`src/design/running_variance_stdev_unit_macros.svh`:
```
// Assertion helpers used by rvs_fifo.
`ifndef RUNNING_VARIANCE_STDEV_UNIT_MACROS_SVH
`define RUNNING_VARIANCE_STDEV_UNIT_MACROS_SVH
`ifndef SYNTHESIS
`define RVS_ASSERT_IMPL(label, ante, cons) \
   label: assert property (@(posedge clock) disable iff (reset) (ante) |-> (cons)) \
      else $error("rvs assertion failed");
`define RVS_ASSERT_NEXT(label, ante, cons) \
   label: assert property (@(posedge clock) disable iff (reset) (ante) |=> (cons)) \
      else $error("rvs assertion failed");
`else
`define RVS_ASSERT_IMPL(label, ante, cons)
`define RVS_ASSERT_NEXT(label, ante, cons)
`endif
`endif

```
`src/design/rvs_pkg.sv`:
```
`timescale 1ns / 1ps
package rvs_pkg;
   localparam int COUNT_BITS  = 16;
   localparam int COUNT_W     = COUNT_BITS + 1;
   localparam int SUM_W       = 42;
   localparam int SQS_W       = 64;
   localparam int SAMPLE_W    = 24;
   localparam int SQ_W        = 2 * SAMPLE_W;
   localparam int MEAN_W      = 40;
   localparam int VAR_W       = 63;
   localparam int SD_W        = 39;
   localparam int NSQ_W       = 2 * COUNT_BITS;
   localparam int MDIV_W      = SUM_W + 16;
   localparam int PA_W        = SQS_W + COUNT_BITS;
   localparam int MAG_W       = 2 * SUM_W;
   localparam int DIVN_W      = MAG_W + 32;
   localparam int ROOT_W      = DIVN_W / 2;
   localparam int SREM_W      = ROOT_W + 3;
   localparam int STEP_W      = 7;
   localparam int QUEUE_DEPTH = 2;

   localparam logic [COUNT_W-1:0] CNT_MAX = COUNT_W'((1 << COUNT_BITS) - 1);
   localparam logic [COUNT_W-1:0] CNT_MIN = {1'b1, {COUNT_BITS{1'b0}}};

   typedef enum logic [1:0] {
      ACT_INSERT = 2'd0,
      ACT_REMOVE = 2'd1,
      ACT_QUERY  = 2'd2
   } action_type;

   typedef enum logic {
      REG_SCALE_ENABLE = 1'b0,
      REG_SCALE_FACTOR = 1'b1
   } reg_index_type;

   typedef struct packed {
      logic        scale_enable;
      logic [31:0] scale_factor;
   } cfg_type;

   typedef struct packed {
      logic [COUNT_W-1:0] count;
      logic [SUM_W-1:0]   vsum;
      logic [SQS_W-1:0]   qsum;
      logic               refused;
   } snap_type;

   typedef enum logic [1:0] {
      F_IDLE, F_MUL, F_SAT, F_UPD
   } front_state_type;

   typedef enum logic [3:0] {
      B_IDLE, B_PREP, B_MULT, B_MAG, B_DIV, B_VAR, B_SQRT, B_FIN, B_OUT
   } back_state_type;
endpackage

```
`src/design/rvs_fifo.sv`:
```
`timescale 1ns / 1ps
`include "running_variance_stdev_unit_macros.svh"
module rvs_fifo import rvs_pkg::*; (
   input  logic     clock,
   input  logic     reset,
   input  logic     push_valid,
   output logic     push_ready,
   input  snap_type push_data,
   output logic     pop_valid,
   input  logic     pop_ready,
   output snap_type pop_data
);
   snap_type   mem_ff [QUEUE_DEPTH];
   logic       wptr_ff, rptr_ff;
   logic [1:0] fill_ff;
   logic       push, pop;

   assign push_ready = fill_ff != 2'(QUEUE_DEPTH);
   assign pop_valid  = fill_ff != 2'd0;
   assign pop_data   = mem_ff[rptr_ff];
   assign push       = push_valid && push_ready;
   assign pop        = pop_valid && pop_ready;

   always_ff @(posedge clock) begin
      if (reset) begin
         wptr_ff <= 1'b0;
         rptr_ff <= 1'b0;
         fill_ff <= 2'd0;
      end else begin
         if (push) wptr_ff <= ~wptr_ff;
         if (pop) rptr_ff <= ~rptr_ff;
         fill_ff <= fill_ff + {1'b0, push} - {1'b0, pop};
      end
      if (push) mem_ff[wptr_ff] <= push_data;
   end

   `RVS_ASSERT_IMPL(a_fill_bound, 1'b1, fill_ff <= 2'(QUEUE_DEPTH))
   `RVS_ASSERT_IMPL(a_empty_ptrs, fill_ff == 2'd0, wptr_ff == rptr_ff)
   `RVS_ASSERT_NEXT(a_push_grows, !reset && push && !pop, fill_ff == $past(fill_ff) + 2'd1)
   `RVS_ASSERT_NEXT(a_pop_shrinks, !reset && pop && !push, fill_ff == $past(fill_ff) - 2'd1)
endmodule

```
`config.mk`:
```
export PLATFORM = sky130hd
export DESIGN_NAME = rvs_fifo
export DESIGN_NICKNAME = d
export VERILOG_FILES = /design/src/design/rvs_pkg.sv /design/src/design/rvs_fifo.sv
export VERILOG_INCLUDE_DIRS = /design/src /design/src/design
export SDC_FILE = /design/constraint.sdc
export NUM_CORES = 1
export LEC_CHECK = 0
export BUFFER_PORTS_ARGS = -buffer_cell sky130_fd_sc_hd__buf_2
export CORE_ASPECT_RATIO = 1.5
export CORE_MARGIN = 2
export CORE_UTILIZATION = 56
export DETAILED_ROUTE_END_ITERATION = 12
export PLACE_DENSITY = 0.87
export SYNTH_ARGS = -nofsm -noshare
export SYNTH_HDL_FRONTEND = slang
export SYNTH_SLANG_ARGS = --single-unit
```
`constraint.sdc`:
```
create_clock -name clock -period 10.92 [get_ports clock]
set_clock_uncertainty 0.15 [all_clocks]
set_input_delay 1.092 -clock clock [delete_from_list [all_inputs] [get_ports clock]]
set_output_delay 1.092 -clock clock [all_outputs]
set_load 0.05 [all_outputs]
```
# Yosys cells after proc, flatten, opt, wreduce, memory -nomap -nowiden

Memory sizes are Yosys's and may differ from the RTL's. A register that Yosys moved wholly into a read port is not among the register bits.
Index checks and enable logic that the tools add are counted.

Memory bits (writable): 248
Bits of input ports: 128
Memories kept: 1
Output and inout bits: 126
Register bits after elaboration: 4
Logic and storage cells: 16

Memories:

| name   | depth | width | rd ports | clocked after Yosys merged registers in | write ports | RTL line       | RTL |
|---|---|---|---|---|---|---|---|
| mem_ff | 2     | 124   | 1        | 1                                       | 1           | rvs_fifo.sv:13 | `snap_type mem_ff [QUEUE_DEPTH];` |

Reduce and logical (&&, ||, !) cells: 3
Bitwise gates (word level): 2
Add/subtract/negate cells: 2
Multiplexer cells: 4
Equality and inequality tests: 1

Operators by type and width:

| operator           | count |
|---|---|
| $mux 1             | 4 |
| $add 2x1->2        | 1 |
| $logic_and 1x1->1  | 2 |
| $ne 2x2->1 const B | 1 |
| $not 1->1          | 2 |
| $reduce_bool 2->1  | 1 |
| $sub 2x1->2        | 1 |

# Depth between registers and ports, before layout

Depth in word-level cells: 4
Depth in mapped cells: 8
Gate-level depth less buffers: 8

# Least setup slack after synthesis

OpenSTA, ideal clock, no wires.

Path type: in2reg
Start: input push_valid
End: memory mem_ff[0][0] in the netlist's numbering (enable)
Data arrival time: 6352 ps
Data required time: 10161 ps
Slack: 3808 ps
Buffers on the path: 0
Stages on the path: 2
Library setup time: 609 ps
Cell sequence: nand2_1 > nor2_1

Longest elaborated chain between the ends: 3

Ends and longest elaborated chain:

| item                         | RTL line       | RTL |
|---|---|---|
| from (decl)                  | rvs_fifo.sv:6  | `input logic push_valid,` |
| $logic_and 1x1->1            | rvs_fifo.sv:21 | `assign push = push_valid && push_ready;` |
| $mux 1                       | rvs_fifo.sv:34 | `if (push) mem_ff[wptr_ff] <= push_data;` |
| $mux 1 (not written as such) | rvs_fifo.sv:34 |  |
| to (decl)                    | rvs_fifo.sv:13 |  |

Every way passes these cells.

==> reports/qor.csv <==
metric;value;unit
maximum operating frequency;0.2325;GHz
initial core utilization;56.66;%
Netlist Area Pre-Place;9417;µm²
cell internal power dissipation;1925;µW
clock slew seen by the registers of the worst setup and hold paths;60;ps
mean number of vias per cell;5.184;
length of the first detailed-routing pass in iterations;4;
clock tree from TritonCTS;yes;
first-pass GRT wire length;25500;µm
hold_buf cts;0;
Synthesized Nets;540;
proportion of netlist area held by the largest area contributor;79.09;%
I/O Pins;254;
ordered list of cells on the worst path;buf_4 > mux2_2 > buf_2;
library cells used by synthesis;17;
post-CTS setup buffer count;0;
type of destination of the critical path;output port;
final hold violations;0;
filler instances;1075;
unrepaired setup endpoints after global routing;no;
clk sinks;253;
total routed wirelength;17510;µm
pin count of the biggest net entering global routing;90;
peak ir drop on the vdd network;0.0002004;V
critical-path cell with the highest stage delay;sky130_fd_sc_hd__buf_4;
count of flip-flops with a built-in enable after synthesis;248;
area added between synthesis and finish;22.51;%
Worst Max-Slew Pin Slew;1208;ps
number of buffer and inverter stages on the critical path;2;
clock group share of total power;23.4;%
total number of vias;4707;
std cell rows;58;
Design Area, Final;11540;µm²
total of max-cap violations;0;
detailed-route wire length per cell;19.29;µm
gpl congestion;0.7403;
Total Routing Usage GR;18.85;%
Die Y;162.8;µm
final period demand of the worst path;4301;ps
number of flip-flops and latches in the synthesized netlist;253;
leading register cell type out of synthesis;sky130_fd_sc_hd__edfxtp_1;
first-iteration detailed-routing DRC count;209;
CP arrival;3060;ps
count of port buffers added during placement;253;
nets;807;
cells resized by post-CTS repair;0;
Worst path max stage delay;920;ps
warnings from Yosys;0;
initial antenna violation count;5;
Switching Fraction;36.78;%
startpoint types;register;
TritonCTS Buffers;23;
worst setup slack before clock tree synthesis;7078;ps
Avg Synthesized Cell Area;22.97;µm²
dpl cells;862;
vias in the first global route;5045;
H-tree depth reported by CTS;1;
DIE AREA;17890;µm²
Synth async-reset ratio;0;%
Post-DRT Antenna Nets;0;
final routed DRC violation total;0;
non-filler instance count after layout;908;
portion of the post-synthesis area used by sequential elements;80.15;%
Skew-Pair Late Insertion Delay;500;ps
kind of cell adding the most delay to the critical path;buffers and inverters;
global route total overflow;0;
Core Area;16620;µm²
category of the critical setup timing path;register to output port;
DPL Wire Length;11800;µm
most area-hungry cell type in the Yosys netlist;sky130_fd_sc_hd__edfxtp_1;
Placed Instance Area;10860;µm²
number of pins with negative max-slew slack in the final report;0;
required time of the worst setup path;9680;ps
Post-Syn Instances;410;
fraction of power consumed by combinational cells;34.4;%
total leakage power;0.004418;µW
clock root buffer;sky130_fd_sc_hd__clkbuf_16;
setup total negative slack;0;ps
largest driver fanout on the critical path;71;
power density normalized to cell area;264.0;nW/µm²
relative max-transition margin;19.44;%
classification of the worst-slack hold path;register to register;
horizontal extent of the die;109.9;µm
crit path setup slack, layout;6619;ps
P_sw;1120;µW
power share of the sequential group;42.2;%
period utilisation layout;39.38;%
dominant cells by area after synthesis;sky130_fd_sc_hd__edfxtp_1 79%, sky130_fd_sc_hd__mux2_4 9.6%, sky130_fd_sc_hd__mux2_2 7.8%;
# setup viols final;0;
worst-case clock buffer depth;3;
result of the run;complete, no violations;
layout cell share with drive strength beyond 1;59.60;%
==> Yosys cell counts, types with 2 or more instances <==
master	number
sky130_fd_sc_hd__buf_2	6
sky130_fd_sc_hd__buf_6	8
sky130_fd_sc_hd__dfxtp_1	5
sky130_fd_sc_hd__edfxtp_1	248
sky130_fd_sc_hd__ha_1	2
sky130_fd_sc_hd__mux2_2	65
sky130_fd_sc_hd__mux2_4	60
sky130_fd_sc_hd__nor2_1	5
sky130_fd_sc_hd__nor2b_1	2
sky130_fd_sc_hd__xnor2_1	2
==> power groups by stage <==
stage	sequential, µW	clock [µW]	combinational [µW]
after floorplan	1280	0	886
final	1290	712	1050
after global routing	1300	763	1090
after detailed placement	1310	0	1050
after global placement	1300	0	1040
after CTS	1290	727	1060
==> sequential cells by signal, summed over array words and instances (netlist names), named ones only <==
register / cells
mem_ff: 248
fill_ff: 2
rptr_ff: 1
wptr_ff: 1
==> metal layers <==
| layer | up-vias | track usage, % | share of wire, % |
|---|---|---|---|
| met5 | - | 0 | 0.063 |
| met4 | 2 | 8.113 | 3.2 |
| met3 | 40 | 4.162 | 6.2 |
| met2 | 187 | 35.33 | 57 |
| met1 | 2314 | 19.59 | 34 |
| li1 | 2164 | - | - |
==> layout by cell type (no fill, tap or decap), drive strengths merged <==
| cell type | synthesis | final |
|---|---|---|
| inv | 1 | 2 |
| nor2b | 2 | 2 |
| mux2 | 125 | 125 |
| and3 | 1 | 1 |
| dfxtp | 5 | 5 |
| or2 | 1 | 1 |
| ha | 2 | 2 |
| clkbuf | 0 | 30 |
| o21a | 1 | 1 |
| nand2b | 1 | 1 |
| buf | 14 | 256 |
| nand2 | 1 | 1 |
| edfxtp | 248 | 248 |
| xnor2 | 2 | 2 |
| xor2 | 1 | 1 |
| clkinvlp | 0 | 1 |
| nor2 | 5 | 5 |
| clkinv | 0 | 9 |
| diode | 0 | 5 |
==> path summary, 6_finish.rpt <==
kind / end / startpoint / slack, ps / depth (start not counted)
min: register / rptr_ff$_SDFFE_PP0P_ / 370 / 2
min reg2reg: register / rptr_ff$_SDFFE_PP0P_ / 370 / 2
max: pop_data[62] / register / 6620 / 3
max reg2reg: mem_ff[0][121]$_DFFE_PP_ / fill_ff[0]$_SDFF_PP0_ / 7750 / 4
==> worst register-to-register path, stage by stage (launching register included) <==
cell	delay, ps
sky130_fd_sc_hd__dfxtp_1	370
sky130_fd_sc_hd__nand2b_1	170
sky130_fd_sc_hd__nand2_1	140
sky130_fd_sc_hd__nor2_4	820
sky130_fd_sc_hd__buf_4	1070
==> metrics by stage <==
stage	utilization, %	hold slack [ps]	total power [µW]
6_report	69.42	374.1	3045
5_1_grt	69.39	428.1	3157
4_1_cts	69.34	384.3	3074
3_3_place_gp	65.37	350.3	2338
2_1_floorplan	-	331.0	2170
3_5_place_dp	65.37	358.0	2364
==> layout make-up <==
type / instances / area, µm² / share of cell area, %
sequential: 253 / 7551 / 65.46
antenna: 5 / 12.51 / 0.1085
multi-input combinational: 142 / 1758 / 15.24
clock inverter: 11 / 57.56 / 0.4989
tap: 210 / 262.8 / 2.278
clock buffer: 30 / 601.8 / 5.217
inverter: 1 / 3.754 / 0.03254
timing repair buffer: 256 / 1289 / 11.17
==> cells by family after synthesis <==
kind of cell               after synthesis  synth area share, %
AOI/OAI and AO/OA                        1              0.07975
muxes                                  125                17.34
xor gates and xnor gates                 3               0.2791
adders and majority gates                2               0.2657
and+or+nand+nor                         11               0.5714
DFF                                    253                80.15
buffers and inverters                   15                1.315
(Power assumes the default switching activity.)
