`config.mk`:
```
export PLATFORM = sky130hd
export DESIGN_NAME = rvs_front
export DESIGN_NICKNAME = d
export VERILOG_FILES = /design/src/design/running_variance_stdev_unit_macros.svh /design/src/design/rvs_pkg.sv /design/src/design/rvs_front.sv
export SDC_FILE = /design/constraint.sdc
export NUM_CORES = 2
export LEC_CHECK = 0
export BUFFER_PORTS_ARGS = -buffer_cell sky130_fd_sc_hd__buf_2
export CORE_ASPECT_RATIO = 0.8
export CORE_MARGIN = 5
export CORE_UTILIZATION = 55
export CTS_BUF_LIST = sky130_fd_sc_hd__clkbuf_8
export DETAILED_ROUTE_END_ITERATION = 6
export PLACE_DENSITY_LB_ADDON = 0.08
export SKIP_CTS_REPAIR_TIMING = 1
export SLEW_MARGIN = 0
export SYNTH_ARGS = -nofsm -noshare
export SYNTH_HDL_FRONTEND = slang
export SYNTH_SLANG_ARGS = --single-unit
```
`constraint.sdc`:
```
create_clock -name clock -period 30.1 [get_ports clock]
set_input_delay 7.525 -clock clock [delete_from_list [all_inputs] [get_ports clock]]
set_output_delay 7.525 -clock clock [all_outputs]
set_load 0.005 [all_outputs]
```
`src/design/running_variance_stdev_unit_macros.svh`:
```
// Assertion helpers used by rvs_fifo.
`ifndef RUNNING_VARIANCE_STDEV_UNIT_MACROS_SVH
`define RUNNING_VARIANCE_STDEV_UNIT_MACROS_SVH
`ifndef SYNTHESIS
`define RVS_ASSERT_IMPL(label, ante, cons) \
   label: assert property (@(posedge clock) disable iff (reset) (ante) |-> (cons)) \
      else $error("rvs assertion failed");
`define RVS_ASSERT_NEXT(label, ante, cons) \
   label: assert property (@(posedge clock) disable iff (reset) (ante) |=> (cons)) \
      else $error("rvs assertion failed");
`else
`define RVS_ASSERT_IMPL(label, ante, cons)
`define RVS_ASSERT_NEXT(label, ante, cons)
`endif
`endif

```
`src/design/rvs_pkg.sv`:
```
`timescale 1ns / 1ps
package rvs_pkg;
   localparam int COUNT_BITS  = 16;
   localparam int COUNT_W     = COUNT_BITS + 1;
   localparam int SUM_W       = 42;
   localparam int SQS_W       = 64;
   localparam int SAMPLE_W    = 24;
   localparam int SQ_W        = 2 * SAMPLE_W;
   localparam int MEAN_W      = 40;
   localparam int VAR_W       = 63;
   localparam int SD_W        = 39;
   localparam int NSQ_W       = 2 * COUNT_BITS;
   localparam int MDIV_W      = SUM_W + 16;
   localparam int PA_W        = SQS_W + COUNT_BITS;
   localparam int MAG_W       = 2 * SUM_W;
   localparam int DIVN_W      = MAG_W + 32;
   localparam int ROOT_W      = DIVN_W / 2;
   localparam int SREM_W      = ROOT_W + 3;
   localparam int STEP_W      = 7;
   localparam int QUEUE_DEPTH = 2;

   localparam logic [COUNT_W-1:0] CNT_MAX = COUNT_W'((1 << COUNT_BITS) - 1);
   localparam logic [COUNT_W-1:0] CNT_MIN = {1'b1, {COUNT_BITS{1'b0}}};

   typedef enum logic [1:0] {
      ACT_INSERT = 2'd0,
      ACT_REMOVE = 2'd1,
      ACT_QUERY  = 2'd2
   } action_type;

   typedef enum logic {
      REG_SCALE_ENABLE = 1'b0,
      REG_SCALE_FACTOR = 1'b1
   } reg_index_type;

   typedef struct packed {
      logic        scale_enable;
      logic [31:0] scale_factor;
   } cfg_type;

   typedef struct packed {
      logic [COUNT_W-1:0] count;
      logic [SUM_W-1:0]   vsum;
      logic [SQS_W-1:0]   qsum;
      logic               refused;
   } snap_type;

   typedef enum logic [1:0] {
      F_IDLE, F_MUL, F_SAT, F_UPD
   } front_state_type;

   typedef enum logic [3:0] {
      B_IDLE, B_PREP, B_MULT, B_MAG, B_DIV, B_VAR, B_SQRT, B_FIN, B_OUT
   } back_state_type;
endpackage

```
`src/design/rvs_front.sv`:
```
`timescale 1ns / 1ps
module rvs_front import rvs_pkg::*; (
   input  logic        clock,
   input  logic        reset,
   input  cfg_type     cfg,
   input  logic        req_tvalid,
   output logic        req_tready,
   input  logic [1:0]  req_action,
   input  logic [31:0] req_sample,
   output logic        push_valid,
   input  logic        push_ready,
   output snap_type    push_data
);
   front_state_type state_ff, state_in;
   logic [1:0]         act_ff, act_in;
   logic               neg_ff, neg_in;
   logic [47:0]        mag_ff, mag_in;
   logic [SAMPLE_W-1:0] v_ff, v_in;
   logic [SQ_W-1:0]    sq_ff, sq_in;
   logic [COUNT_W-1:0] count_ff, count_in;
   logic [SUM_W-1:0]   vsum_ff, vsum_in;
   logic [SQS_W-1:0]   qsum_ff, qsum_in;
   logic [63:0]        prod;
   logic [SAMPLE_W-1:0] satm;
   logic [COUNT_W-1:0] nxt_count;
   logic [SUM_W-1:0]   nxt_vsum;
   logic [SQS_W-1:0]   nxt_qsum;
   logic               refused;

   always_ff @(posedge clock) begin
      if (reset) begin
         state_ff <= F_IDLE;
         count_ff <= '0;
         vsum_ff  <= '0;
         qsum_ff  <= '0;
      end else begin
         state_ff <= state_in;
         count_ff <= count_in;
         vsum_ff  <= vsum_in;
         qsum_ff  <= qsum_in;
      end
      act_ff <= act_in;
      neg_ff <= neg_in;
      mag_ff <= mag_in;
      v_ff   <= v_in;
      sq_ff  <= sq_in;
   end

   always_comb begin
      prod = 64'(mag_ff[31:0]) * 64'(cfg.scale_factor);
      if (!neg_ff && mag_ff > 48'd8388607) satm = 24'd8388607;
      else if (neg_ff && mag_ff > 48'd8388608) satm = 24'd8388608;
      else satm = mag_ff[SAMPLE_W-1:0];
      nxt_count = count_ff;
      nxt_vsum  = vsum_ff;
      nxt_qsum  = qsum_ff;
      refused   = 1'b0;
      unique case (act_ff)
         ACT_INSERT: begin
            if (count_ff == CNT_MAX) begin
               refused = 1'b1;
            end else begin
               nxt_count = count_ff + COUNT_W'(1);
               nxt_vsum  = vsum_ff + {{(SUM_W-SAMPLE_W){v_ff[SAMPLE_W-1]}}, v_ff};
               nxt_qsum  = qsum_ff + {{(SQS_W-SQ_W){1'b0}}, sq_ff};
            end
         end
         ACT_REMOVE: begin
            if (count_ff != CNT_MIN) begin
               nxt_count = count_ff - COUNT_W'(1);
               nxt_vsum  = vsum_ff - {{(SUM_W-SAMPLE_W){v_ff[SAMPLE_W-1]}}, v_ff};
               nxt_qsum  = qsum_ff - {{(SQS_W-SQ_W){1'b0}}, sq_ff};
            end
         end
         default: ;
      endcase
      push_data = '{count: nxt_count, vsum: nxt_vsum, qsum: nxt_qsum, refused: refused};

      state_in   = state_ff;
      act_in     = act_ff;
      neg_in     = neg_ff;
      mag_in     = mag_ff;
      v_in       = v_ff;
      sq_in      = sq_ff;
      count_in   = count_ff;
      vsum_in    = vsum_ff;
      qsum_in    = qsum_ff;
      req_tready = 1'b0;
      push_valid = 1'b0;
      unique case (state_ff)
         F_IDLE: begin
            req_tready = 1'b1;
            if (req_tvalid) begin
               act_in   = req_action;
               neg_in   = req_sample[31];
               mag_in   = {16'b0, req_sample[31] ? (~req_sample + 32'd1) : req_sample};
               state_in = F_MUL;
            end
         end
         F_MUL: begin
            if (cfg.scale_enable && cfg.scale_factor != 32'd0) mag_in = prod[63:16];
            state_in = F_SAT;
         end
         F_SAT: begin
            v_in     = neg_ff ? (~satm + SAMPLE_W'(1)) : satm;
            sq_in    = SQ_W'(satm) * SQ_W'(satm);
            state_in = F_UPD;
         end
         F_UPD: begin
            push_valid = 1'b1;
            if (push_ready) begin
               count_in = nxt_count;
               vsum_in  = nxt_vsum;
               qsum_in  = nxt_qsum;
               state_in = F_IDLE;
            end
         end
         default: state_in = F_IDLE;
      endcase
   end
endmodule

```
; Yosys cells after proc, flatten, opt, wreduce, memory -nomap -nowiden
; Index checks and enable logic that the tools add are counted.
[classes]
multipliers = 2
mux = 23
magnitude_cmp = 2
reduce_logical = 12
bitwise_logic = 2
shift = 0
n_div = 0
n_eq_ne = 9
n_addsub = 8
[op_table]
columns = cell, n
row1 = 64-bit two-way mux, 2
row2 = 64-bit one-hot mux with 2 select lines, 1
row3 = 48-bit two-way mux, 2
row4 = 48-bit one-hot mux with 2 select lines, 1
row5 = 42-bit two-way mux, 2
row6 = 42-bit one-hot mux with 2 select lines, 1
row7 = 24-bit two-way mux, 3
row8 = 64-bit by 48-bit adder with 64-bit output, 1
row9 = 32-bit by 32-bit multiplier with 64-bit output, 1
row10 = 64-bit by 48-bit subtractor with 64-bit output, 1
row11 = "48-bit by 23-bit greater-than comparator with 1-bit output, second input constant", 1
row12 = "48-bit by 24-bit greater-than comparator with 1-bit output, second input constant", 1
row13 = 24-bit by 24-bit multiplier with 48-bit output, 1
row14 = 42-bit adder, 1
row15 = 42-bit subtractor, 1
row16 = 17-bit two-way mux, 2
row17 = 17-bit one-hot mux with 2 select lines, 1
row18 = "32-bit by 1-bit adder with 32-bit output, second input constant", 1
row19 = 32-bit two-way mux, 1
row20 = 32-bit NOT, 1
row21 = 32-bit nonzero test, 1
row22 = "24-bit by 1-bit adder with 24-bit output, second input constant", 1
row23 = 24-bit NOT, 1
row24 = "17-bit by 1-bit adder with 17-bit output, second input constant", 1
row25 = other kinds (15), 28
[totals]
out_inout_bits = 126
n_memories = 0
reg_bits = 248
latchBits = 0
ramBits = 0
romBits = 0
word_cells = 67

; Depth between registers and ports, before layout
[logic_depth]
depth_word = 7
ltp_mapped = 38
mapped_depth_nobuf = 36

; Worst setup path before layout
; Ideal clock, no wire load.
[synth_path]
path_type = input-to-reg
startpoint = in cfg[7] (netlist bit)
endpoint = reg mag_ff[38] (data pin)
setup_time_ps = 255
arrival_time_ps = 14572
required_time_ps = 29845
cell_stages = 28
slack_ps = 15273
cell_sequence = clkbuf_1 clkbuf_1 nand2_1 fa_1 inv_1 fa_1 fa_1 fa_1 inv_1 fa_1 inv_1 fa_1 fa_1 inv_1 fa_1 inv_1 ha_1 a211oi_1 o21ai_0 a211oi_1 a211oi_1 o21ai_0 o21ai_0 and3_1 or2_2 a21oi_1 xnor2_1 and2_1
[synth_via]
elab_chain_len = 3
[synth_rtl]
columns = item, line
row1 = start: declaration, rvs_front.sv:5  ; input cfg_type cfg,
row2 = 32-bit by 32-bit multiplier with 64-bit output, rvs_front.sv:50  ; prod = 64'(mag_ff[31:0]) * 64'(cfg.scale_factor);
row3 = 48-bit two-way mux, rvs_front.sv:101  ; if (cfg.scale_enable && cfg.scale_factor != 32'd0) mag_in = prod[63:16];
row4 = 48-bit one-hot mux with 2 select lines, rvs_front.sv:90  ; unique case (state_ff)
row5 = end signal: assignment, rvs_front.sv:44  ; mag_ff <= mag_in;
row6 = end: declaration, rvs_front.sv:17  ; logic [47:0] mag_ff, mag_in;
; No other way between the ends. The select of a mux whose other input is x is not followed.
; A chain may end at the register's enable or synchronous reset.

; Worst setup path in the final report
[layout_path]
startpoint = in cfg[2] (netlist bit)
endpoint = reg mag_ff[38] (data pin)
; The elaborated chain is that of the path after synthesis.

==> flow_summary.toml <==
[status]
outcome = "finished, violations left"
violations = "design-rule violations, max-capacitance violations, max-slew violations"

[floorplan]
initial_core_util_pct = 55.30
die-height_um = 332.4
dieArea_um2 = 137200
core_um2 = 129200
rows = 118
pin_count = 197
die_w_um = 413.0

[yosys]
synthArstFlopShare_pct = 0
yosys_warnings = 0
ys_ff_latch = 246
syn_inst = 8654
ys_seq_area_share_pct = 8.589
synth-edff-count = 121
ys_types = 96
postSynthAreaPerCell_um2 = 8.255
synth_top_flop_cell = "dfxtp_1"
syn-cell-area_um2 = 71440

[placed_design]
dp_hpwl_um = 181300
pre_cts_ws_ps = 13510
port_buffers = 196
place_congestion = 0.9731

[timing]
setup_violations = 0
fin_crit_sh_pct = 53.88
timing.fmax_ghz = 0.06165
fin_hold_ws_ps = 491.9
finalSetupTns_ps = 0
min_period_ps = 16220
worst_slack_ps = 13880
relSlewSlack_pct = -1.440
finClkSkew_ps = 92.22
rsz0062_at_grt = "no"
worst_slew_pin_slew_ps = 1502
slew_viol_final = 4
finalHoldViolCount = 0

[cts]
clkSlewWorstSetupHoldPaths_ps = 60
clk_latency_ps = 700
cts_buffer_depth = 3
cts_buffers = 44
cts.sinks = 246
cts_tree = "built"
cts_root_buf = "clkbuf_8"
cts.htree.levels = 2

[drt]
wl_um = 238500
wire_per_inst_um = 23.07
antenna_left = 0
initialDrtViolationCount = 5888
num_vias = 60948
detail_route.vias_per_cell = 5.896
drc = 2
first_pass_iters = 7

[global_routing]
grt_use_total_pct = 34.96
grt_first_pass_wirelength_um = 372100
grt_max_degree = 79
grt_pass1_vias = 62585
antenna_found_initial = 14
gr-total-overflow = 0

[cells_and_area]
final_nets = 10560
area_growth_pct = 4.391
drive_gt1_share_pct = 4.973
fill_cells = 12021

[job]
drv_cap = 1

[worst_setup_path]
critical_path.slowest_cell = "o21ai_0"
required_ps = 30510
critPathMostFrequentCell = "fa_1"
cpLargestDelayFamily = "adder cells"
end_kind = "flip-flop"
critPathArrivalTime_ps = 16630
critPathMaxStageDelay_ps = 760
critPathKind = "in -> reg"
cp_num_buf_inv = 9
startpoint_type = "input pin"
crit_fanout = 33

[min_path]
hp-class = "reg -> reg"
==> layout make-up <==
type,count,area [um^2],share of cell area [%]
clock inverters,33,232.7,0.3120
inverters,1801,6760,9.065
multi-input cells,6178,56970,76.38
repair buffers,281,1622,2.174
well taps,1740,2177,2.919
flip-flops and latches,246,6136,8.227
diodes,10,25.02,0.03355
clock buffers,48,660.6,0.8858
==> cell usage in the layout, fill, tap and decap left out, drive strengths merged, types with 30 or more instances in the layout <==
| cell type | instances |
|---|---|
| a21oi | 435 |
| fa | 1320 |
| nor2b | 42 |
| a31oi | 57 |
| xnor2 | 180 |
| and3 | 34 |
| o211ai | 30 |
| edfxtp | 121 |
| o21ai | 269 |
| a221o | 33 |
| inv | 1814 |
| a21o | 77 |
| nand4 | 61 |
| conb | 35 |
| buf | 281 |
| nor4 | 50 |
| and2 | 254 |
| nand2b | 36 |
| a211oi | 38 |
| dfxtp | 125 |
| nor2 | 510 |
| nor3 | 87 |
| ha | 617 |
| nand3 | 74 |
| o21bai | 57 |
| nand2 | 1335 |
| xor2 | 65 |
| clkbuf | 48 |
| o31ai | 57 |
| or3 | 45 |
==> Yosys cell counts, types with 55 or more instances <==
library cell,number,share of area [%]
clkbuf_1,398,2.1
o31ai_1,55,0.58
fa_1,1320,37
ha_1,617,11
dfxtp_1,125,3.5
o21bai_1,57,0.60
o21ai_0,267,1.9
a31oi_1,56,0.49
a21oi_1,434,3.0
a21o_1,77,0.81
inv_1,1789,9.4
edfxtp_1,121,5.1
nand4_1,61,0.53
and2_1,254,2.2
nor2_1,510,2.7
nor3_1,87,0.61
nand3_1,74,0.52
xor2_1,65,0.80
nand2_1,1334,7.0
xnor2_1,180,2.2
==> path summary, 6_finish.rpt <==
check / end / from / depth (start not counted) / slack (ps)
setup reg to reg: sq_ff[44]$_DFFE_PP_ / mag_ff[2]$_DFFE_PP_ / 33 / 17230
hold reg to reg: vsum_ff[8]$_SDFFE_PP0P_ / vsum_ff[8]$_SDFFE_PP0P_ / 2 / 490
setup / recovery: mag_ff[38]$_SDFFCE_PN0P_ / cfg[2] / 30 / 13880
hold / removal: vsum_ff[8]$_SDFFE_PP0P_ / vsum_ff[8]$_SDFFE_PP0P_ / 2 / 490
==> cell families (layout without fill, tap and decap cells) <==
logic type      Yosys count  after routing  share of synthesized area (%)
compound gates         1357           1357                          12.38
xor+xnor                245            245                          3.004
fa+ha+maj              1937           1937                          47.79
buf+inv                2263           2163                          11.96
flops                   246            246                          8.589
mux                      13             13                         0.1874
other cells               2             45                        0.01051
simple gates           2591           2591                          16.07
==> stage by stage <==
stage                     area, um^2  cells  utilization, %
after floorplan                71570   8687               -
after global placement         73650  10246           57.01
after detailed placement       73650  10246           57.01
after CTS                      74550  10327           57.71
after global routing           74560  10328           57.71
final                          74580  10337           57.73
==> layer usage <==
metal / wire length (um) / share of wire (%) / GRT usage [%] / up-vias
li1: - / - / - / 26902
met1: 105600 / 44 / 52.34 / 30625
met2: 99010 / 42 / 50.80 / 3018
met3: 27360 / 11 / 9.098 / 395
met4: 6521 / 2.7 / 8.498 / 8
met5: 52 / 0.022 / 0 / -
==> worst min-delay path, stage by stage, from the launching register on <==
cell     delay, ps
dfxtp_1        330
nand2_1         60
a21oi_1         50
==> flip-flops by register name, summed over array words and instances, names as in the netlist <==
register  cells
neg_ff        1
count_ff     17
qsum_ff      64
v_ff         24
mag_ff       48
act_ff        2
sq_ff        46
vsum_ff      42
state_ff      2
Power is not shown: default switching activity piles up to over one toggle a cycle in this logic, so the estimate is an artifact.
