### config.mk
export PLATFORM = sky130hd
export DESIGN_NAME = rvs_back
export DESIGN_NICKNAME = d
export VERILOG_FILES = /design/src/design/running_variance_stdev_unit_macros.svh /design/src/design/rvs_pkg.sv /design/src/design/rvs_back.sv
export SDC_FILE = /design/constraint.sdc
export NUM_CORES = 2
export LEC_CHECK = 0
export ABC_AREA = 1
export BUFFER_PORTS_ARGS = -buffer_cell sky130_fd_sc_hd__buf_2
export CELL_PAD_IN_SITES_DETAIL_PLACEMENT = 2
export CELL_PAD_IN_SITES_GLOBAL_PLACEMENT = 2
export CORE_MARGIN = 3
export CORE_UTILIZATION = 37
export DETAILED_ROUTE_END_ITERATION = 10
export PLACE_DENSITY_LB_ADDON = 0.1
export SLEW_MARGIN = 0
export SYNTH_ARGS = -nofsm -noshare
export SYNTH_HDL_FRONTEND = slang
export SYNTH_SLANG_ARGS = --single-unit
### constraint.sdc
create_clock -name clock -period 19.7 [get_ports clock]
set_clock_uncertainty 0.05 [all_clocks]
set_input_delay 1.97 -clock clock [delete_from_list [all_inputs] [get_ports clock]]
set_output_delay 1.97 -clock clock [all_outputs]
set_load 0.02 [all_outputs]
### src/design/running_variance_stdev_unit_macros.svh
// Assertion helpers used by rvs_fifo.
`ifndef RUNNING_VARIANCE_STDEV_UNIT_MACROS_SVH
`define RUNNING_VARIANCE_STDEV_UNIT_MACROS_SVH
`ifndef SYNTHESIS
`define RVS_ASSERT_IMPL(label, ante, cons) \
   label: assert property (@(posedge clock) disable iff (reset) (ante) |-> (cons)) \
      else $error("rvs assertion failed");
`define RVS_ASSERT_NEXT(label, ante, cons) \
   label: assert property (@(posedge clock) disable iff (reset) (ante) |=> (cons)) \
      else $error("rvs assertion failed");
`else
`define RVS_ASSERT_IMPL(label, ante, cons)
`define RVS_ASSERT_NEXT(label, ante, cons)
`endif
`endif

### src/design/rvs_pkg.sv
`timescale 1ns / 1ps
package rvs_pkg;
   localparam int COUNT_BITS  = 16;
   localparam int COUNT_W     = COUNT_BITS + 1;
   localparam int SUM_W       = 42;
   localparam int SQS_W       = 64;
   localparam int SAMPLE_W    = 24;
   localparam int SQ_W        = 2 * SAMPLE_W;
   localparam int MEAN_W      = 40;
   localparam int VAR_W       = 63;
   localparam int SD_W        = 39;
   localparam int NSQ_W       = 2 * COUNT_BITS;
   localparam int MDIV_W      = SUM_W + 16;
   localparam int PA_W        = SQS_W + COUNT_BITS;
   localparam int MAG_W       = 2 * SUM_W;
   localparam int DIVN_W      = MAG_W + 32;
   localparam int ROOT_W      = DIVN_W / 2;
   localparam int SREM_W      = ROOT_W + 3;
   localparam int STEP_W      = 7;
   localparam int QUEUE_DEPTH = 2;

   localparam logic [COUNT_W-1:0] CNT_MAX = COUNT_W'((1 << COUNT_BITS) - 1);
   localparam logic [COUNT_W-1:0] CNT_MIN = {1'b1, {COUNT_BITS{1'b0}}};

   typedef enum logic [1:0] {
      ACT_INSERT = 2'd0,
      ACT_REMOVE = 2'd1,
      ACT_QUERY  = 2'd2
   } action_type;

   typedef enum logic {
      REG_SCALE_ENABLE = 1'b0,
      REG_SCALE_FACTOR = 1'b1
   } reg_index_type;

   typedef struct packed {
      logic        scale_enable;
      logic [31:0] scale_factor;
   } cfg_type;

   typedef struct packed {
      logic [COUNT_W-1:0] count;
      logic [SUM_W-1:0]   vsum;
      logic [SQS_W-1:0]   qsum;
      logic               refused;
   } snap_type;

   typedef enum logic [1:0] {
      F_IDLE, F_MUL, F_SAT, F_UPD
   } front_state_type;

   typedef enum logic [3:0] {
      B_IDLE, B_PREP, B_MULT, B_MAG, B_DIV, B_VAR, B_SQRT, B_FIN, B_OUT
   } back_state_type;
endpackage

### src/design/rvs_back.sv
`timescale 1ns / 1ps
module rvs_back import rvs_pkg::*; (
   input  logic                clock,
   input  logic                reset,
   input  logic                pop_valid,
   output logic                pop_ready,
   input  snap_type            pop_data,
   output logic                rsp_tvalid,
   input  logic                rsp_tready,
   output logic [COUNT_W-1:0]  rsp_count,
   output logic [MEAN_W-1:0]   rsp_mean,
   output logic [VAR_W-1:0]    rsp_variance,
   output logic [SD_W-1:0]     rsp_std_dev,
   output logic                rsp_refused
);
   back_state_type state_ff, state_in;
   logic [STEP_W-1:0]    step_ff, step_in;
   logic [COUNT_BITS-1:0] n_ff, n_in, nsh_ff, nsh_in;
   logic [NSQ_W-1:0]     nsq_ff, nsq_in;
   logic                 sneg_ff, sneg_in, qneg_ff, qneg_in, vneg_ff, vneg_in;
   logic [SUM_W-1:0]     smag_ff, smag_in, ssh_ff, ssh_in;
   logic [SQS_W-1:0]     qmag_ff, qmag_in;
   logic [COUNT_BITS-1:0] mrem_ff, mrem_in;
   logic [MDIV_W-1:0]    mq_ff, mq_in;
   logic [PA_W-1:0]      a_ff, a_in;
   logic [MAG_W-1:0]     b_ff, b_in;
   logic [NSQ_W-1:0]     rem_ff, rem_in;
   logic [DIVN_W-1:0]    dq_ff, dq_in;
   logic [ROOT_W-1:0]    root_ff, root_in;
   logic [SREM_W-1:0]    srem_ff, srem_in;
   logic [COUNT_W-1:0]   cnt_o_ff, cnt_o_in;
   logic [MEAN_W-1:0]    mean_o_ff, mean_o_in;
   logic [VAR_W-1:0]     var_o_ff, var_o_in;
   logic [SD_W-1:0]      sd_o_ff, sd_o_in;
   logic                 ref_o_ff, ref_o_in;

   logic [COUNT_BITS:0]  mt;
   logic                 mge;
   logic [NSQ_W:0]       dt;
   logic                 dge;
   logic [SREM_W-1:0]    st, trial;
   logic                 sge;
   logic [MAG_W-1:0]     a_ext, mag;
   logic                 age;
   logic [MEAN_W-1:0]    mlim, mr;
   logic [VAR_W-1:0]     vlim, vr;
   logic [DIVN_W-17:0]   vq;

   always_ff @(posedge clock) begin
      if (reset) state_ff <= B_IDLE;
      else state_ff <= state_in;
      step_ff   <= step_in;
      n_ff      <= n_in;
      nsh_ff    <= nsh_in;
      nsq_ff    <= nsq_in;
      sneg_ff   <= sneg_in;
      qneg_ff   <= qneg_in;
      vneg_ff   <= vneg_in;
      smag_ff   <= smag_in;
      ssh_ff    <= ssh_in;
      qmag_ff   <= qmag_in;
      mrem_ff   <= mrem_in;
      mq_ff     <= mq_in;
      a_ff      <= a_in;
      b_ff      <= b_in;
      rem_ff    <= rem_in;
      dq_ff     <= dq_in;
      root_ff   <= root_in;
      srem_ff   <= srem_in;
      cnt_o_ff  <= cnt_o_in;
      mean_o_ff <= mean_o_in;
      var_o_ff  <= var_o_in;
      sd_o_ff   <= sd_o_in;
      ref_o_ff  <= ref_o_in;
   end

   assign rsp_count    = cnt_o_ff;
   assign rsp_mean     = mean_o_ff;
   assign rsp_variance = var_o_ff;
   assign rsp_std_dev  = sd_o_ff;
   assign rsp_refused  = ref_o_ff;

   always_comb begin
      mt    = {mrem_ff, mq_ff[MDIV_W-1]};
      mge   = mt >= {1'b0, n_ff};
      dt    = {rem_ff, dq_ff[DIVN_W-1]};
      dge   = dt >= {1'b0, nsq_ff};
      st    = {srem_ff[SREM_W-3:0], dq_ff[DIVN_W-1:DIVN_W-2]};
      trial = {1'b0, root_ff, 2'b01};
      sge   = st >= trial;
      a_ext = {{(MAG_W-PA_W){1'b0}}, a_ff};
      age   = a_ext >= b_ff;
      if (qneg_ff) mag = a_ext + b_ff;
      else if (age) mag = a_ext - b_ff;
      else mag = b_ff - a_ext;
      mlim  = sneg_ff ? {1'b1, {(MEAN_W-1){1'b0}}} : {1'b0, {(MEAN_W-1){1'b1}}};
      mr    = (mq_ff > {{(MDIV_W-MEAN_W){1'b0}}, mlim}) ? mlim : mq_ff[MEAN_W-1:0];
      vq    = dq_ff[DIVN_W-1:16];
      vlim  = vneg_ff ? {1'b1, {(VAR_W-1){1'b0}}} : {1'b0, {(VAR_W-1){1'b1}}};
      vr    = (vq > {{(DIVN_W-16-VAR_W){1'b0}}, vlim}) ? vlim : vq[VAR_W-1:0];

      state_in  = state_ff;
      step_in   = step_ff;
      n_in      = n_ff;
      nsh_in    = nsh_ff;
      nsq_in    = nsq_ff;
      sneg_in   = sneg_ff;
      qneg_in   = qneg_ff;
      vneg_in   = vneg_ff;
      smag_in   = smag_ff;
      ssh_in    = ssh_ff;
      qmag_in   = qmag_ff;
      mrem_in   = mrem_ff;
      mq_in     = mq_ff;
      a_in      = a_ff;
      b_in      = b_ff;
      rem_in    = rem_ff;
      dq_in     = dq_ff;
      root_in   = root_ff;
      srem_in   = srem_ff;
      cnt_o_in  = cnt_o_ff;
      mean_o_in = mean_o_ff;
      var_o_in  = var_o_ff;
      sd_o_in   = sd_o_ff;
      ref_o_in  = ref_o_ff;
      pop_ready  = 1'b0;
      rsp_tvalid = 1'b0;
      unique case (state_ff)
         B_IDLE: begin
            pop_ready = 1'b1;
            if (pop_valid) begin
               cnt_o_in = pop_data.count;
               ref_o_in = pop_data.refused;
               n_in     = pop_data.count[COUNT_BITS-1:0];
               sneg_in  = pop_data.vsum[SUM_W-1];
               smag_in  = pop_data.vsum[SUM_W-1] ? (~pop_data.vsum + SUM_W'(1)) : pop_data.vsum;
               qneg_in  = pop_data.qsum[SQS_W-1];
               qmag_in  = pop_data.qsum[SQS_W-1] ? (~pop_data.qsum + SQS_W'(1)) : pop_data.qsum;
               if (pop_data.count[COUNT_W-1] || pop_data.count == '0) begin
                  mean_o_in = '0;
                  var_o_in  = '0;
                  sd_o_in   = '0;
                  state_in  = B_OUT;
               end else begin
                  state_in = B_PREP;
               end
            end
         end
         B_PREP: begin
            nsq_in   = NSQ_W'(n_ff) * NSQ_W'(n_ff);
            mq_in    = {smag_ff, 16'b0};
            mrem_in  = '0;
            a_in     = '0;
            b_in     = '0;
            nsh_in   = n_ff;
            ssh_in   = smag_ff;
            step_in  = '0;
            state_in = B_MULT;
         end
         B_MULT: begin
            mrem_in = mge ? COUNT_BITS'(mt - {1'b0, n_ff}) : mt[COUNT_BITS-1:0];
            mq_in   = {mq_ff[MDIV_W-2:0], mge};
            if (step_ff < STEP_W'(COUNT_BITS)) begin
               a_in   = {a_ff[PA_W-2:0], 1'b0} +
                        (nsh_ff[COUNT_BITS-1] ? {{COUNT_BITS{1'b0}}, qmag_ff} : '0);
               nsh_in = {nsh_ff[COUNT_BITS-2:0], 1'b0};
            end
            if (step_ff < STEP_W'(SUM_W)) begin
               b_in   = {b_ff[MAG_W-2:0], 1'b0} +
                        (ssh_ff[SUM_W-1] ? {{(MAG_W-SUM_W){1'b0}}, smag_ff} : '0);
               ssh_in = {ssh_ff[SUM_W-2:0], 1'b0};
            end
            step_in = step_ff + STEP_W'(1);
            if (step_ff == STEP_W'(MDIV_W - 1)) state_in = B_MAG;
         end
         B_MAG: begin
            mean_o_in = sneg_ff ? (~mr + MEAN_W'(1)) : mr;
            vneg_in   = qneg_ff || !age;
            dq_in     = {mag, 32'b0};
            rem_in    = '0;
            step_in   = '0;
            state_in  = B_DIV;
         end
         B_DIV: begin
            rem_in  = dge ? NSQ_W'(dt - {1'b0, nsq_ff}) : dt[NSQ_W-1:0];
            dq_in   = {dq_ff[DIVN_W-2:0], dge};
            step_in = step_ff + STEP_W'(1);
            if (step_ff == STEP_W'(DIVN_W - 1)) state_in = B_VAR;
         end
         B_VAR: begin
            var_o_in = vneg_ff ? (~vr + VAR_W'(1)) : vr;
            root_in  = '0;
            srem_in  = '0;
            step_in  = '0;
            state_in = B_SQRT;
         end
         B_SQRT: begin
            srem_in = sge ? (st - trial) : st;
            root_in = {root_ff[ROOT_W-2:0], sge};
            dq_in   = {dq_ff[DIVN_W-3:0], 2'b00};
            step_in = step_ff + STEP_W'(1);
            if (step_ff == STEP_W'(ROOT_W - 1)) state_in = B_FIN;
         end
         B_FIN: begin
            sd_o_in  = (root_ff > {{(ROOT_W-SD_W){1'b0}}, {SD_W{1'b1}}}) ?
                       {SD_W{1'b1}} : root_ff[SD_W-1:0];
            state_in = B_OUT;
         end
         B_OUT: begin
            rsp_tvalid = 1'b1;
            if (rsp_tready) state_in = B_IDLE;
         end
         default: state_in = B_IDLE;
      endcase
   end
endmodule

* Yosys cells after proc, flatten, opt, wreduce, memory -nomap -nowiden
Cells that the tools add are included.
Operators by class: add/sub/neg operators 13, $mul 1, $lt $le $gt $ge 9, equality and inequality tests 18, muxes and demuxes 49, bitwise operators 4, reductions and logical operators 22
Operators by type and width (number):
- $mux W63 | 6
- $pmux W116 S3 | 1
- $mux W84 | 3
- $pmux W58 S2 | 2
- $mux W40 | 5
- $pmux W84 S2 | 1
- $pmux W80 S2 | 1
- $pmux W63 S2 | 1
- $pmux W59 S2 | 1
- $mux W39 | 3
- $gt A100 B63 Y1 | 1
- $add A80 B84 Y84 | 1
- $add A84 B42 Y84 | 1
- $ge A80 B84 Y1 | 1
- $mux W42 | 2
- $pmux W42 S2 | 1
- $sub A80 B84 Y84 | 1
- $sub A84 B80 Y84 | 1
- $add A80 B64 Y80 | 1
- $mux W80 | 1
- $pmux W40 S2 | 1
- $pmux W39 S2 | 1
- $add A64 B1 Y64 const B | 1
- $mux W64 | 1
- 46 further kinds | 77
Storage, ports and cells: register bits 889, bits of input ports 128, output and inout port bits 162, word-level logic and storage cells 142

* Depth between registers and ports, before layout
word-level depth 7, mapped depth 31, mapped depth without buffers 29

* Worst setup path after synthesis
Ideal clock, no wire load.
kind register to register, start point register state_ff[1], end point register b_ff[0], enable pin, setup time 951 ps, arrival time 13776 ps, required time 18699 ps, setup slack 4923 ps, stages on the path, launching flop included 8, path buffers 1, clock period less this slack 14777 ps, cell sequence dfxtp_1 inv_1 nor2_1 inv_1 nor2_1 inv_2 clkbuf_1 o41ai_1
On the way: cells in the longest elaborated chain, start to end 3, elaborated cells on any way between the ends 5, those cells by class eq/ne (3); reduce/logical (2)
RTL lines:
- start, declared | line rvs_back.sv:16 | back_state_type state_ff, state_in;
- start signal, assigned | line rvs_back.sv:51 | else state_ff <= state_in;
- $eq A4 B2 Y1 or $eq A4 B1 Y1 (tied branches) | line rvs_back.sv:128 | unique case (state_ff)
- $ne A2 B2 Y1 (no source line) or $reduce_bool A2 Y1 (tied branches)
- $reduce_and A2 Y1 (no source line) (*)
- end signal, assigned | line rvs_back.sv:65 | b_ff <= b_in;
- end, declared | line rvs_back.sv:26 | logic [MAG_W-1:0] b_ff, b_in;
Every way passes the cells marked *; elsewhere a longest branch is shown, timed or not. A chain may end at the register's enable or synchronous reset.

* Worst setup path in the final report
start point register n_ff[1], end point register nsq_ff[29], data pin
On the way: cells in the longest elaborated chain, start to end 1
RTL lines:
- start, declared | line rvs_back.sv:18 | logic [COUNT_BITS-1:0] n_ff, n_in, nsh_ff, nsh_in;
- start signal, assigned | line rvs_back.sv:53 | n_ff <= n_in;
- $mul A16 B16 Y32 | line rvs_back.sv:150 | nsq_in = NSQ_W'(n_ff) * NSQ_W'(n_ff);
- end signal, assigned | line rvs_back.sv:55 | nsq_ff <= nsq_in;
- end, declared | line rvs_back.sv:19 | logic [NSQ_W-1:0] nsq_ff, nsq_in;
Every way passes these cells.

==> impl_metrics.json <==
{
  "finalSetupViolCount": 0,
  "synthSimpleGateAreaFrac": 0.217,
  "synthesis.instances": 11933,
  "ff_latch_area_um2": 26100,
  "grt_pass1_wl_um": 607000,
  "h-tree-depth": 3,
  "timing_worst_slew_pin_value_ps": 1140,
  "synth_compound_gate_area_share": 0.179,
  "period_share": 0.366,
  "outcome": "finished clean",
  "rows": 175,
  "worst_hold_path_type": "reg -> reg",
  "viasPerCell": 5.63,
  "clock-root-buffer": "sky130_fd_sc_hd__clkbuf_16",
  "relSlewSlack": 0.233,
  "clock_sink_count": 872,
  "synth-edff-count": 868,
  "max-vdd-ir-drop_mv": 0.212,
  "grt_setup_unrepaired": "false",
  "timing.final.crit_period_ps": 7210,
  "main_combinational_cell_family_by_area_after_synthesis": "simple AND/OR/NAND/NOR gates",
  "first_global_vias": 92710,
  "source_to_sink_clock_delay_at_the_later_pin_of_the_worst_skew_pair_ps": 810,
  "final_antenna_net_count": 0,
  "timing.setup.critical_path_class": "reg -> reg",
  "grt_antenna_before_repair": 6,
  "synth.top_cell.area_share": 0.307,
  "leakage_nw": 42.6,
  "drt-wirelength-per-cell_um": 27.2,
  "top_level_ports": 290,
  "grt_use_total": 0.341,
  "drt-initial-drc-count": 6493,
  "groute.layer.met1.usage": 0.457,
  "maximum_number_of_pins_on_one_net_before_global_route_repair": 127,
  "postSynthAreaPerCell_um2": 7.12,
  "synthesis.area_um2": 85000,
  "cts.clk_slew.worst_paths_ps": 70,
  "post_dp_cell_area_um2": 89500,
  "nFillCells": 27097,
  "cts_repair_resize_count": 0,
  "synth_area_leaders": "sky130_fd_sc_hd__edfxtp_1 31%, sky130_fd_sc_hd__nand2_1 11%, sky130_fd_sc_hd__ha_1 9.8%, sky130_fd_sc_hd__inv_1 9.3%, sky130_fd_sc_hd__a21oi_1 7.1%",
  "most_instantiated_library_cell_after_synthesis": "sky130_fd_sc_hd__nand2_1",
  "setup-tns-final_ps": 0,
  "synth.top_cells.by_count": "2443 x sky130_fd_sc_hd__nand2_1, 2095 x sky130_fd_sc_hd__inv_1, 1450 x sky130_fd_sc_hd__nor2_1",
  "hold_buffers": 0,
  "global_route.usage.met2": 0.559,
  "firstDrtPassIters": 6,
  "vias": 85507,
  "design_power_mw": 11.1,
  "cts-root-to-sink-buffers": 3,
  "number_of_buffers_inserted_by_port_buffering": 289,
  "cts_buffers": 109,
  "clock.fmax_mhz": 139,
  "synthDistinctLibCells": 73,
  "synthAdderAreaFrac": 0.138,
  "chipHeight_um": 485,
  "fp.dieArea_um2": 235000,
  "finalNonFillerCells": 15183,
  "die_w_um": 485,
  "sequential_share_of_the_synthesized_area": 0.308,
  "synth_fp_nets": 12896,
  "end_kind": "register",
  "grt_remaining_overflow": 0,
  "synthToLayoutAreaGrowth_pct": 9.63,
  "maxSlewViolCount": 0,
  "routed_wirelength_um": 412000,
  "top_usage_layer": "met2",
  "place.detailed.hpwl_um": 342000,
  "met3_usage": 0.0460,
  "core-area_um2": 228000,
  "cp-start-kind": "register",
  "synth_async_sr_flop_share": 0,
  "synth.yosys.warnings": 0,
  "multiplexer_fraction_of_the_synthesized_cell_area": 0,
  "ys_seq_elements": 872,
  "max_cap_viol_count": 0,
  "synth_xor_xnor_area_share": 0.0476,
  "total_count_of_hold_check_failures_in_the_final_report": 0,
  "multiInputGateArea_um2": 49600,
  "cp_max_fo": 19,
  "critPathArrivalTime_ps": 7680,
  "final_cell_area_um2": 93200,
  "initial_utilization": 0.373,
  "finish.net_count": 13039,
  "place.gp.congestion": 1.05,
  "cp.required_ps": 20170,
  "holdWs_ps": 470,
  "cellPowerDensity_nw_per_um2": 119,
  "cts_tree": "built",
  "synth_top_flop_cell": "sky130_fd_sc_hd__edfxtp_1",
  "synth_largest_area_cell": "sky130_fd_sc_hd__edfxtp_1",
  "setup_repair_bufs_after_cts": 0,
  "share_of_layout_cells_above_drive_strength_1": 0.0527,
  "total_placed_cells_including_tap_cells": 14974,
  "drc": 0
}
## report_power, final
part | switching, mW | internal (mW)
clock network | 0.919 | 1.21
registers | 0.184 | 2.46
logic | 4.32 | 2.02
total | 5.42 | 5.69
## placed cells by master (no fill, tap or decap), types with 13 or more instances in the layout
| cell | instances |
|---|---|
| sky130_fd_sc_hd__clkbuf_1 | 14 |
| sky130_fd_sc_hd__buf_4 | 69 |
| sky130_fd_sc_hd__a21boi_0 | 78 |
| sky130_fd_sc_hd__buf_2 | 289 |
| sky130_fd_sc_hd__nor3_1 | 132 |
| sky130_fd_sc_hd__nand2_1 | 2438 |
| sky130_fd_sc_hd__clkbuf_16 | 109 |
| sky130_fd_sc_hd__o2111ai_1 | 14 |
| sky130_fd_sc_hd__o31ai_1 | 18 |
| sky130_fd_sc_hd__inv_2 | 14 |
| sky130_fd_sc_hd__nand3b_1 | 13 |
| sky130_fd_sc_hd__nor4_1 | 71 |
| sky130_fd_sc_hd__o21a_1 | 84 |
| sky130_fd_sc_hd__and3_1 | 14 |
| sky130_fd_sc_hd__o21ai_1 | 32 |
| sky130_fd_sc_hd__bufinv_16 | 13 |
| sky130_fd_sc_hd__inv_1 | 2094 |
| sky130_fd_sc_hd__o21ai_0 | 826 |
| sky130_fd_sc_hd__nor2_1 | 1443 |
| sky130_fd_sc_hd__or2_2 | 20 |
| sky130_fd_sc_hd__nand2_2 | 20 |
| sky130_fd_sc_hd__a21o_1 | 51 |
| sky130_fd_sc_hd__a221oi_1 | 13 |
| sky130_fd_sc_hd__nand3_1 | 307 |
| sky130_fd_sc_hd__o211ai_1 | 29 |
| sky130_fd_sc_hd__a31oi_1 | 117 |
| sky130_fd_sc_hd__xnor2_1 | 118 |
| sky130_fd_sc_hd__ha_1 | 665 |
| sky130_fd_sc_hd__clkinv_1 | 26 |
| sky130_fd_sc_hd__edfxtp_1 | 868 |
| sky130_fd_sc_hd__a211oi_1 | 19 |
| sky130_fd_sc_hd__xor2_1 | 344 |
| sky130_fd_sc_hd__a21oi_1 | 1212 |
| sky130_fd_sc_hd__clkinv_2 | 20 |
| sky130_fd_sc_hd__nor2_2 | 16 |
| sky130_fd_sc_hd__o22ai_1 | 105 |
| sky130_fd_sc_hd__o21bai_1 | 96 |
| sky130_fd_sc_hd__fa_1 | 170 |
| sky130_fd_sc_hd__nand4_1 | 63 |
## metrics by stage
step	setup slack [ps]	util
floorplan	4920	-
global placement	12690	0.392
detailed placement	12510	0.392
CTS	12480	0.409
global route	11930	0.409
finish	12490	0.409
## worst max-delay path, stage by stage (launching register included)
cell                       delay (ps)
sky130_fd_sc_hd__edfxtp_1         950
sky130_fd_sc_hd__nand2_1          210
sky130_fd_sc_hd__fa_1             580
sky130_fd_sc_hd__inv_1             70
sky130_fd_sc_hd__fa_1             550
sky130_fd_sc_hd__ha_1             150
sky130_fd_sc_hd__inv_1             50
sky130_fd_sc_hd__fa_1             550
sky130_fd_sc_hd__fa_1             460
sky130_fd_sc_hd__fa_1             550
sky130_fd_sc_hd__inv_1             50
sky130_fd_sc_hd__ha_1             350
sky130_fd_sc_hd__a21o_1           180
sky130_fd_sc_hd__a21oi_1          210
sky130_fd_sc_hd__o21ai_0          240
sky130_fd_sc_hd__a21oi_1          430
sky130_fd_sc_hd__inv_1            110
sky130_fd_sc_hd__a31oi_1          280
sky130_fd_sc_hd__o21ai_0          190
sky130_fd_sc_hd__a21oi_1          230
sky130_fd_sc_hd__o21ai_0          180
sky130_fd_sc_hd__nand2_1          100
sky130_fd_sc_hd__nand2_1           60
sky130_fd_sc_hd__xor2_1           150
## state kept, by name, summed over array words and instances (netlist names), 2 cells and up
signal / count
rsp_count: 2
rem_ff: 32
nsh_ff: 16
srem_ff: 59
rsp_std_dev: 39
mrem_ff: 16
ssh_ff: 42
nsq_ff: 31
root_ff: 58
qmag_ff: 64
a_ff: 80
rsp_variance: 63
rsp_mean: 40
dq_ff: 116
step_ff: 7
mq_ff: 58
n_ff: 15
state_ff: 4
smag_ff: 42
b_ff: 84
## area by class of cell
cell class	instances	share of cell area
repair buffers	359	0.0213
flip-flops and latches	872	0.281
inverters	2112	0.0852
clock inverters	75	0.00919
well taps	3009	0.0404
diodes	6	0.000161
clock buffers	128	0.0306
multi-input cells	8622	0.533
## routing by layer
layer,share of wire,up-vias
li1,-,39285
met1,0.44,43433
met2,0.46,2233
met3,0.055,556
met4,0.042,0
met5,0,-
## kinds of logic (layout without fill, tap and decap cells)
kind of cell / after synthesis / after routing
AO/OA/AOI/OAI: 2744 / 2744
buffers and inverters: 2439 / 2674
other: 0 / 6
XOR/XNOR: 462 / 462
AND/OR/NAND/NOR: 4581 / 4581
adder cells (fa/ha/maj): 835 / 835
flip-flops: 872 / 872
## final timing paths
check	end	start	slack [ps]	cells after the start
min	ssh_ff[35]$_DFFE_PP_	ssh_ff[34]$_DFFE_PP_	470	2
max	nsq_ff[29]$_DFFE_PP_	n_ff[1]$_DFFE_PP_	12490	23
min reg2reg	ssh_ff[35]$_DFFE_PP_	ssh_ff[34]$_DFFE_PP_	470	2
max reg2reg	nsq_ff[29]$_DFFE_PP_	n_ff[1]$_DFFE_PP_	12490	23
Note: power is estimated with default switching activity, not from simulation.
